$ cat src/design/msp_response_frame_parser_unit_assert.svh
// Assertion macros shared by the frame parser RTL.
`ifndef MSP_RESPONSE_FRAME_PARSER_UNIT_ASSERT_SVH
`define MSP_RESPONSE_FRAME_PARSER_UNIT_ASSERT_SVH

// The consequent must hold in the same cycle as the antecedent.
`define MSP_ASSERT_SAME(lbl, ante, cons) \
  lbl: assert property (@(posedge clk) disable iff (rst) (ante) |-> (cons)) \
    else $error("frame parser check failed");

// The consequent must hold in the cycle after the antecedent.
`define MSP_ASSERT_NEXT(lbl, ante, cons) \
  lbl: assert property (@(posedge clk) disable iff (rst) (ante) |=> (cons)) \
    else $error("frame parser check failed");

`endif

$ cat src/design/msp_pkg.sv
package msp_pkg;

  localparam logic [7:0] CHAR_DOLLAR = 8'h24;
  localparam logic [7:0] CHAR_M      = 8'h4D;
  localparam logic [7:0] CHAR_GT     = 8'h3E;

  localparam logic KIND_PAYLOAD   = 1'b0;
  localparam logic KIND_FRAME_END = 1'b1;

  localparam logic [7:0] MAX_PAYLOAD_RESET = 8'hFF;

  typedef enum logic [2:0] {
    PH_IDLE,
    PH_DOLLAR,
    PH_M,
    PH_SIZE,
    PH_CMD,
    PH_DATA
  } msp_phase_t;

  typedef struct packed {
    logic       kind;
    logic [7:0] payload_byte;
    logic [7:0] byte_index;
    logic [7:0] frame_command;
    logic [7:0] frame_length;
    logic       checksum_ok;
  } msp_result_t;

  typedef struct packed {
    logic out_full;
    logic skid_full;
  } msp_buf_status_t;

endpackage

$ cat src/design/msp_response_frame_parser_unit.sv
// Channel   Direction  Handshake                Payload
// input     in         in_valid / in_ready      rx_byte
// result    out        out_valid / out_ready    kind, payload_byte, byte_index,
//                                               frame_command, frame_length,
//                                               checksum_ok
// config    in         cfg_wr_en                cfg_wr_data (max_payload)
//
// One byte is taken every cycle while in_ready is high; its result, if any, is
// registered into the buffer's output entry, or into its skid entry while that is held.
// A two-entry output buffer takes one more result while out_ready is low.
// in_ready drops only when both buffer entries hold undelivered results.
// Reset is synchronous; it clears the parser to idle and sets max_payload to 255.
`include "msp_response_frame_parser_unit_assert.svh"

module msp_response_frame_parser_unit
  import msp_pkg::*;
(
  input  logic       clk,
  input  logic       rst,
  input  logic       cfg_wr_en,
  input  logic [7:0] cfg_wr_data,
  input  logic       in_valid,
  output logic       in_ready,
  input  logic [7:0] rx_byte,
  output logic       out_valid,
  input  logic       out_ready,
  output logic       kind,
  output logic [7:0] payload_byte,
  output logic [7:0] byte_index,
  output logic [7:0] frame_command,
  output logic [7:0] frame_length,
  output logic       checksum_ok
);

  logic            accept;
  logic            res_valid;
  msp_result_t     res;
  msp_result_t     out_data;
  msp_buf_status_t buf_status;
  logic            payload_res;
  logic            last_drain;

  assign accept = in_valid && in_ready;

  msp_frame_fsm u_fsm (
    .clk         (clk),
    .rst         (rst),
    .cfg_wr_en   (cfg_wr_en),
    .cfg_wr_data (cfg_wr_data),
    .accept      (accept),
    .rx_byte     (rx_byte),
    .res_valid   (res_valid),
    .res         (res)
  );

  msp_out_skid u_skid (
    .clk       (clk),
    .rst       (rst),
    .push      (res_valid),
    .push_data (res),
    .in_ready  (in_ready),
    .out_valid (out_valid),
    .out_ready (out_ready),
    .out_data  (out_data),
    .status    (buf_status)
  );

  assign kind          = out_data.kind;
  assign payload_byte  = out_data.payload_byte;
  assign byte_index    = out_data.byte_index;
  assign frame_command = out_data.frame_command;
  assign frame_length  = out_data.frame_length;
  assign checksum_ok   = out_data.checksum_ok;

  assign payload_res = res_valid && (res.kind == KIND_PAYLOAD);
  assign last_drain  = out_valid && out_ready && !buf_status.skid_full && !res_valid;

  `MSP_ASSERT_SAME(a_skid_behind_out, buf_status.skid_full, buf_status.out_full)
  `MSP_ASSERT_SAME(a_index_in_frame, payload_res, res.byte_index < res.frame_length)
  `MSP_ASSERT_NEXT(a_drain_empties, last_drain, !out_valid)

endmodule

$ cat src/design/msp_frame_fsm.sv
module msp_frame_fsm
  import msp_pkg::*;
(
  input  logic        clk,
  input  logic        rst,
  input  logic        cfg_wr_en,
  input  logic [7:0]  cfg_wr_data,
  input  logic        accept,
  input  logic [7:0]  rx_byte,
  output logic        res_valid,
  output msp_result_t res
);

  msp_phase_t phase, phase_next;
  logic [7:0] max_payload;
  logic [7:0] expected_length, expected_length_next;
  logic [7:0] held_command, held_command_next;
  logic [7:0] running_checksum, running_checksum_next;
  logic [7:0] payload_count, payload_count_next;
  logic       in_payload;

  assign in_payload = payload_count < expected_length;

  always_ff @(posedge clk) begin
    if (rst) begin
      max_payload <= MAX_PAYLOAD_RESET;
    end else if (cfg_wr_en) begin
      max_payload <= cfg_wr_data;
    end
  end

  always_ff @(posedge clk) begin
    if (rst) begin
      phase            <= PH_IDLE;
      expected_length  <= '0;
      held_command     <= '0;
      running_checksum <= '0;
      payload_count    <= '0;
    end else if (accept) begin
      phase            <= phase_next;
      expected_length  <= expected_length_next;
      held_command     <= held_command_next;
      running_checksum <= running_checksum_next;
      payload_count    <= payload_count_next;
    end
  end

  always_comb begin
    phase_next            = phase;
    expected_length_next  = expected_length;
    held_command_next     = held_command;
    running_checksum_next = running_checksum;
    payload_count_next    = payload_count;
    case (phase)
      PH_IDLE: begin
        phase_next = (rx_byte == CHAR_DOLLAR) ? PH_DOLLAR : PH_IDLE;
      end
      PH_DOLLAR: begin
        phase_next = (rx_byte == CHAR_M) ? PH_M : PH_IDLE;
      end
      PH_M: begin
        phase_next = (rx_byte == CHAR_GT) ? PH_SIZE : PH_IDLE;
      end
      PH_SIZE: begin
        if (rx_byte > max_payload) begin
          phase_next = PH_IDLE;
        end else begin
          expected_length_next  = rx_byte;
          payload_count_next    = '0;
          running_checksum_next = rx_byte;
          phase_next            = PH_CMD;
        end
      end
      PH_CMD: begin
        held_command_next     = rx_byte;
        running_checksum_next = running_checksum ^ rx_byte;
        phase_next            = PH_DATA;
      end
      PH_DATA: begin
        if (in_payload) begin
          running_checksum_next = running_checksum ^ rx_byte;
          payload_count_next    = payload_count + 8'd1;
        end else begin
          phase_next = PH_IDLE;
        end
      end
      default: begin
        phase_next = PH_IDLE;
      end
    endcase
  end

  always_comb begin
    res_valid         = accept && (phase == PH_DATA);
    res.frame_command = held_command;
    res.frame_length  = expected_length;
    if (in_payload) begin
      res.kind         = KIND_PAYLOAD;
      res.payload_byte = rx_byte;
      res.byte_index   = payload_count;
      res.checksum_ok  = 1'b0;
    end else begin
      res.kind         = KIND_FRAME_END;
      res.payload_byte = '0;
      res.byte_index   = '0;
      res.checksum_ok  = running_checksum == rx_byte;
    end
  end

endmodule

$ cat src/design/msp_out_skid.sv
module msp_out_skid
  import msp_pkg::*;
(
  input  logic            clk,
  input  logic            rst,
  input  logic            push,
  input  msp_result_t     push_data,
  output logic            in_ready,
  output logic            out_valid,
  input  logic            out_ready,
  output msp_result_t     out_data,
  output msp_buf_status_t status
);

  logic        out_full;
  logic        skid_full;
  msp_result_t skid_data;
  logic        out_fire;

  assign out_fire  = out_full && out_ready;
  assign in_ready  = !skid_full;
  assign out_valid = out_full;

  always_ff @(posedge clk) begin
    if (rst) begin
      out_full  <= 1'b0;
      skid_full <= 1'b0;
    end else if (skid_full) begin
      if (out_fire) begin
        skid_full <= 1'b0;
      end
    end else if (push) begin
      if (!out_full || out_fire) begin
        out_full <= 1'b1;
      end else begin
        skid_full <= 1'b1;
      end
    end else if (out_fire) begin
      out_full <= 1'b0;
    end
  end

  always_ff @(posedge clk) begin
    if (skid_full) begin
      if (out_fire) begin
        out_data <= skid_data;
      end
    end else if (push) begin
      if (!out_full || out_fire) begin
        out_data <= push_data;
      end else begin
        skid_data <= push_data;
      end
    end
  end

  always_comb begin
    status.out_full  = out_full;
    status.skid_full = skid_full;
  end

endmodule

$ cat config.mk
export PLATFORM = sky130hd
export DESIGN_NAME = msp_response_frame_parser_unit
export DESIGN_NICKNAME = d
export VERILOG_FILES = /design/src/design/msp_pkg.sv /design/src/design/msp_response_frame_parser_unit.sv /design/src/design/msp_frame_fsm.sv /design/src/design/msp_out_skid.sv
export VERILOG_INCLUDE_DIRS = /design/src /design/src/design
export SDC_FILE = /design/constraint.sdc
export NUM_CORES = 1
export LEC_CHECK = 0
export BUFFER_PORTS_ARGS = -buffer_cell sky130_fd_sc_hd__buf_2
export CAP_MARGIN = 20
export CORE_ASPECT_RATIO = 0.75
export CORE_MARGIN = 3
export CORE_UTILIZATION = 45
export DETAILED_ROUTE_END_ITERATION = 10
export GPL_ROUTABILITY_DRIVEN = 0
export PLACE_DENSITY_LB_ADDON = 0.2
export SYNTH_ARGS = -nofsm -noshare
export SYNTH_HDL_FRONTEND = slang
export SYNTH_SLANG_ARGS = --single-unit
export TNS_END_PERCENT = 20
$ cat constraint.sdc
create_clock -name clk -period 3.7 [get_ports clk]
set_clock_uncertainty 0.1 [all_clocks]
set_input_delay 0.185 -clock clk [delete_from_list [all_inputs] [get_ports clk]]
set_output_delay 0.185 -clock clk [all_outputs]
set_load 0.01 [all_outputs]
Yosys cells after proc, flatten, opt, wreduce, memory -nomap -nowiden
Index checks and enable logic that the tools add are counted.
{"block": "totals", "ff_bits": 113, "word_cells": 86, "inputBits": 21, "out_inout_bits": 36}
{"block": "op_classes", "n_reduce_logical": 20, "muxes": 25, "n_bitwise": 4, "eq_ne": 14, "n_addsub": 1, "n_lt_le_gt_ge": 2}
{"cell": "34-bit two-way mux", "n": 4}
{"cell": "8-bit two-way mux", "n": 4}
{"cell": "8-bit one-hot mux with 3 select lines", "n": 1}
{"cell": "3-bit one-hot mux with 6 select lines", "n": 1}
{"cell": "17-bit two-way mux", "n": 1}
{"cell": "8-bit by 6-bit equality test with 1-bit output, second input constant", "n": 2}
{"cell": "8-bit one-hot mux with 2 select lines", "n": 1}
{"cell": "3-bit AND reduction", "n": 4}
{"cell": "1-bit two-way mux", "n": 9}
{"cell": "8-bit by 1-bit adder with 8-bit output, second input constant", "n": 1}
{"cell": "8-bit by 7-bit equality test with 1-bit output, second input constant", "n": 1}
{"cell": "8-bit equality test", "n": 1}
{"cell": "8-bit > comparator", "n": 1}
{"cell": "8-bit < comparator", "n": 1}
{"cell": "4-bit AND reduction", "n": 2}
{"cell": "2-bit nonzero test", "n": 4}
{"cell": "8-bit XOR", "n": 1}
{"cell": "3-bit by 2-bit equality test with 1-bit output, second input constant", "n": 2}
{"cell": "3-bit equality test, second input constant", "n": 2}
{"cell": "3-bit two-way mux", "n": 2}
{"cell": "2-bit != test, second input constant", "n": 3}
{"cell": "2-bit two-way mux", "n": 2}
{"cell": "2-bit by 1-bit != test with 1-bit output, second input constant", "n": 2}
{"cell": "2-bit AND reduction", "n": 2}
{"cell": "other kinds (7)", "n": 12}

Depth between registers and ports, before layout
{"block": "depth", "depth_word": 5, "depth_mapped": 10, "mapped_depth_nobuf": 8}

Modules after synthesis
Synthesis repeated with hierarchy kept, for this count alone.
{"block": "unflattened", "hier_cells": 444, "hier_area_um2": 5170.0}
{"mod": "msp_frame_fsm", "area_per_inst_um2": 2582.5, "seq_area_each_um2": 860.8, "instances": 1, "cells_per_inst": 322}
{"mod": "msp_out_skid", "area_per_inst_um2": 2581.2, "seq_area_each_um2": 2082.0, "instances": 1, "cells_per_inst": 121}
{"mod": "msp_response_frame_parser_unit", "area_per_inst_um2": 6.3, "seq_area_each_um2": 0.0, "instances": 1, "cells_per_inst": 1}

Least setup slack after synthesis
OpenSTA, ideal clock, no wires.
{"block": "synth_path", "path_kind": "reg2reg", "from": "register u_fsm.phase[2]", "to": "register u_skid.skid_data[0] (netlist bit) (enable)", "stages_incl_launch_ff": 4, "slack_ps": -298, "n_path_buf": 0, "synth_period_minus_slack_ps": 3998, "required_time_ps": 3125, "setup_ps": 475, "t_arrival_ps": 3423, "path_cell_list": "dfxtp_1 nor2b_1 nand2_1 nor3b_1"}
{"block": "synth_between", "elab_chain_cells": 3}
{"item": "start, declared", "line_no": "msp_frame_fsm.sv:14", "text": "msp_phase_t phase, phase_next;"}
{"item": "start signal, assigned", "line_no": "msp_frame_fsm.sv:40", "text": "phase <= phase_next;"}
{"item": "3-bit equality test", "line_no": "msp_frame_fsm.sv:94", "text": "res_valid = accept && (phase == PH_DATA);"}
{"item": "1-bit logical AND", "line_no": "msp_frame_fsm.sv:94"}
{"item": "3-bit AND reduction (no line)"}
{"item": "end signal, assigned", "line_no": "msp_out_skid.sv:52", "text": "skid_data <= push_data;"}
{"item": "end, declared", "line_no": "msp_out_skid.sv:17", "text": "msp_result_t skid_data;"}
Every way passes these cells.
A chain may end at the register's enable or synchronous reset.

Final worst setup path
{"block": "layout_path", "from": "register u_fsm.payload_count[4]", "to": "register, netlist name u_skid.out_data[25]"}
{"block": "layout_between", "elab_chain_cells": 5}
{"item": "start, declared", "line_no": "msp_frame_fsm.sv:19", "text": "logic [7:0] payload_count, payload_count_next;"}
{"item": "start signal, assigned", "line_no": "msp_frame_fsm.sv:44", "text": "payload_count <= payload_count_next;"}
{"item": "8-bit < comparator", "line_no": "msp_frame_fsm.sv:22", "text": "assign in_payload = payload_count < expected_length;"}
{"item": "17-bit two-way mux", "line_no": "msp_frame_fsm.sv:97", "text": "if (in_payload) begin"}
{"item": "34-bit two-way mux", "line_no": "msp_out_skid.sv:49", "text": "if (!out_full || out_fire) begin"}
{"item": "34-bit two-way mux", "line_no": "msp_out_skid.sv:48", "text": "end else if (push) begin"}
{"item": "34-bit two-way mux", "line_no": "msp_out_skid.sv:44", "text": "if (skid_full) begin"}
Every way passes these cells. The select of a mux whose other input is x is not followed.

==> flow_summary.ini <==
[synthesis]
synth_top_area_share_pct = 39.1
netlist_area_um2 = 5220
synth_warnings = 0
syn_nets = 503
ys_seq_area_share_pct = 56.4
syn_area_per_cell_um2 = 11.2
synthTopCellsByArea = edfxtp_1, dfxtp_1, mux2_2
synth_ff_type = edfxtp_1
ys_ff_latch = 113
synth_edf_count = 68
synth_top_area_cell = edfxtp_1
yosysUniqueCellTypes = 55
synthCells = 466
synthArstFlopShare_pct = 0

[clocking]
ctsHoldBuffers = 9
ctsResizeCount = 0
post_cts_buffers = 0
cts.reportedPaths.clkPinSlew_ps = 50
htree_levels = 4
clk_latency_ps = 400
cts_inserted_buffers = 17
clockBufferDepth = 2
root_buffer = clkbuf_16
clock-sinks = 113
cts_tree = done

[routing]
wl_per_cell_um = 17.2
vias = 3844
antenna_left = 0
post-route-drc-count = 0
wirelength_mm = 11.7
drt-initial-drc-count = 279
avgViaCountPerCell = 5.64
drtPass1Iterations = 5

[sta]
fmax_mhz = 360
fin_ws_ps = 922
finalHoldViolCount = 0
finalSetupViolCount = 0
rsz0062_at_grt = no
timing.final.crit_share_pct = 75.1
worst_slew_pin_slew_ps = 810
setup_tns_ps = 0
maxSlewHeadroom_pct = 46.0
slew_violations = 0
min_period_ps = 2780

[run]
maxCapViolCount = 0

[global_route]
grt_start_max_net_pins = 35
grt_pass1_wl_mm = 19.0
grt_pass1_vias = 3655
grt-ovfl-total = 0
grtUsageTotal_pct = 19.1
antenna_found_initial = 0

[power_and_ir_drop]
vdd_ir_drop_max_mv = 0.287
leakage_nw = 2.33
power_density_nw_per_um2 = 483
p_total_w = 0.00303

[layout]
n_antenna_cell = 0
final_nets = 566
drive_gt1_share_pct = 23.4
syn2layout_area_growth_pct = 20.5
postLayoutCoreUtil_pct = 56.6
fillCellCount = 929
fin_cells = 682

[hold_path]
min_path_type = input port to flop
worstHoldStart = rx_byte[2]

[critical_path]
path_buf_inv = 1
cpLargestDelayFamily = compound AO/OA/AOI/OAI gates
critPathMaxFanout = 14
setup.worst_path.start_class = flop
path_class = flop to flop
worst_path_max_delay_cell = dfxtp_1
rr_startpoint = u_fsm.payload_count[4]
required_ps = 3750
arrival_ps = 2830
startpoint = u_fsm.payload_count[4]
crit_path_end_kind = flop
crit_path_max_incr_delay_ps = 470
regToRegSetupSlack_ps = 920
cp_cell_sequence = ha_1 > a211o_1 > a311o_2 > o21ai_4 > inv_2 > o31ai_1

[placed_design]
dpl.cell_count = 641
portBuffers = 56
hpwl_mm = 7.83
place_ws_ps = 1020

[die]
row_count = 33
coreArea_um2 = 11100
die_y_um = 99.3
dieWidth_um = 130
boundaryPins = 57
dieArea_um2 = 12900
initial_utilization_pct = 47.0

[run_status]
outcome = completed
-- layout by cell type (no fill, tap or decap), types with 3 or more instances in the layout --
cell type and n:
nor2b_1 9, buf_4 4, o21ai_0 37, nor3_1 6
edfxtp_1 68, dfxtp_1 45, o22ai_1 4, buf_2 56
a21oi_1 19, a221oi_1 8, xnor2_1 5, clkbuf_16 17
dlygate4sd3_1 9, nor2_1 26, mux2_2 21, nand2_1 41
nand4_1 11, nand2b_1 3, nand3_1 14, or3_1 6
o31ai_4 4, a211oi_1 3, inv_1 25, o211ai_1 11
ha_1 16, clkbuf_8 4, mux2i_1 10, and2_1 13
-- power by group --
group	internal (W)	switching, W	total [W]
Sequential	0.00133	0.00000313	0.00133
Combinational	0.0000351	0.0000630	0.0000981
Clock	0.00106	0.000548	0.00161
-- routing by layer --
| layer | up-vias | track usage (%) | wire length [um] |
|---|---|---|---|
| li1 | 1845 | - | - |
| met1 | 1833 | 28.4 | 5710 |
| met2 | 151 | 26.9 | 5070 |
| met3 | 15 | 6.39 | 817 |
| met4 | 0 | 4.82 | 138 |
| met5 | - | 0 | 0 |
-- final timing paths --
check | endpoint | depth (start not counted)
min reg2reg | u_skid.skid_data[8] | 0
min | u_fsm.expected_length[2] | 3
max reg2reg | u_skid.out_data[25] | 6
max | u_skid.out_data[25] | 6
-- sequential cells by signal, indices dropped and copies added (netlist names) --
signal,flops
u_fsm.expected_length,8
u_fsm.held_command,8
u_fsm.max_payload,8
u_fsm.payload_count,8
u_fsm.phase,3
u_fsm.running_checksum,8
u_skid.out_data,34
u_skid.out_valid,1
u_skid.skid_data,34
u_skid.skid_full,1
-- cells in the mapped netlist (all sizes together) (4+ instances only) --
master / n
a21oi: 20
a221oi: 8
and2: 13
buf: 10
clkbuf: 15
dfxtp: 45
edfxtp: 68
ha: 16
inv: 26
mux2: 21
mux2i: 10
nand2: 41
nand3: 14
nand4: 11
nor2: 26
nor2b: 9
nor3: 8
o211ai: 11
o21ai: 42
o22ai: 4
o31ai: 5
or3: 6
xnor2: 5
-- through the flow --
step	cell area [um2]	hold slack, ps
after CTS	6290	22.9
after global placement	5600	300
final	6290	37.7
after global routing	6290	36.7
after detailed placement	5600	305
after floorplan	5230	201
-- worst register-to-register path: cells and delay by family (launching register included) --
kind            cells  cell delay [ps]
compound gates      4             1410
flops               1              470
fa+ha+maj           1              330
buf+inv             1              240
-- area by class of cell --
type | count | area (um2) | area share (%)
Sequential cell | 113 | 2940 | 46.8
Multi-Input combinational cell | 301 | 2070 | 33.0
Clock buffer | 23 | 488 | 7.76
Timing Repair Buffer | 69 | 400 | 6.37
Tap cell | 140 | 175 | 2.79
Clock inverter | 9 | 106 | 1.69
Inverter | 27 | 101 | 1.61
-- cell families after synthesis --
logic type | after synthesis | share of synthesized area, %
fa+ha+maj | 16 | 3.84
simple gates | 140 | 13.5
flops | 113 | 56.4
buf+inv | 52 | 4.19
mux | 31 | 6.45
compound gates | 108 | 14.6
xor+xnor | 6 | 1.01
No activity file was read; power rests on OpenSTA's default activity.
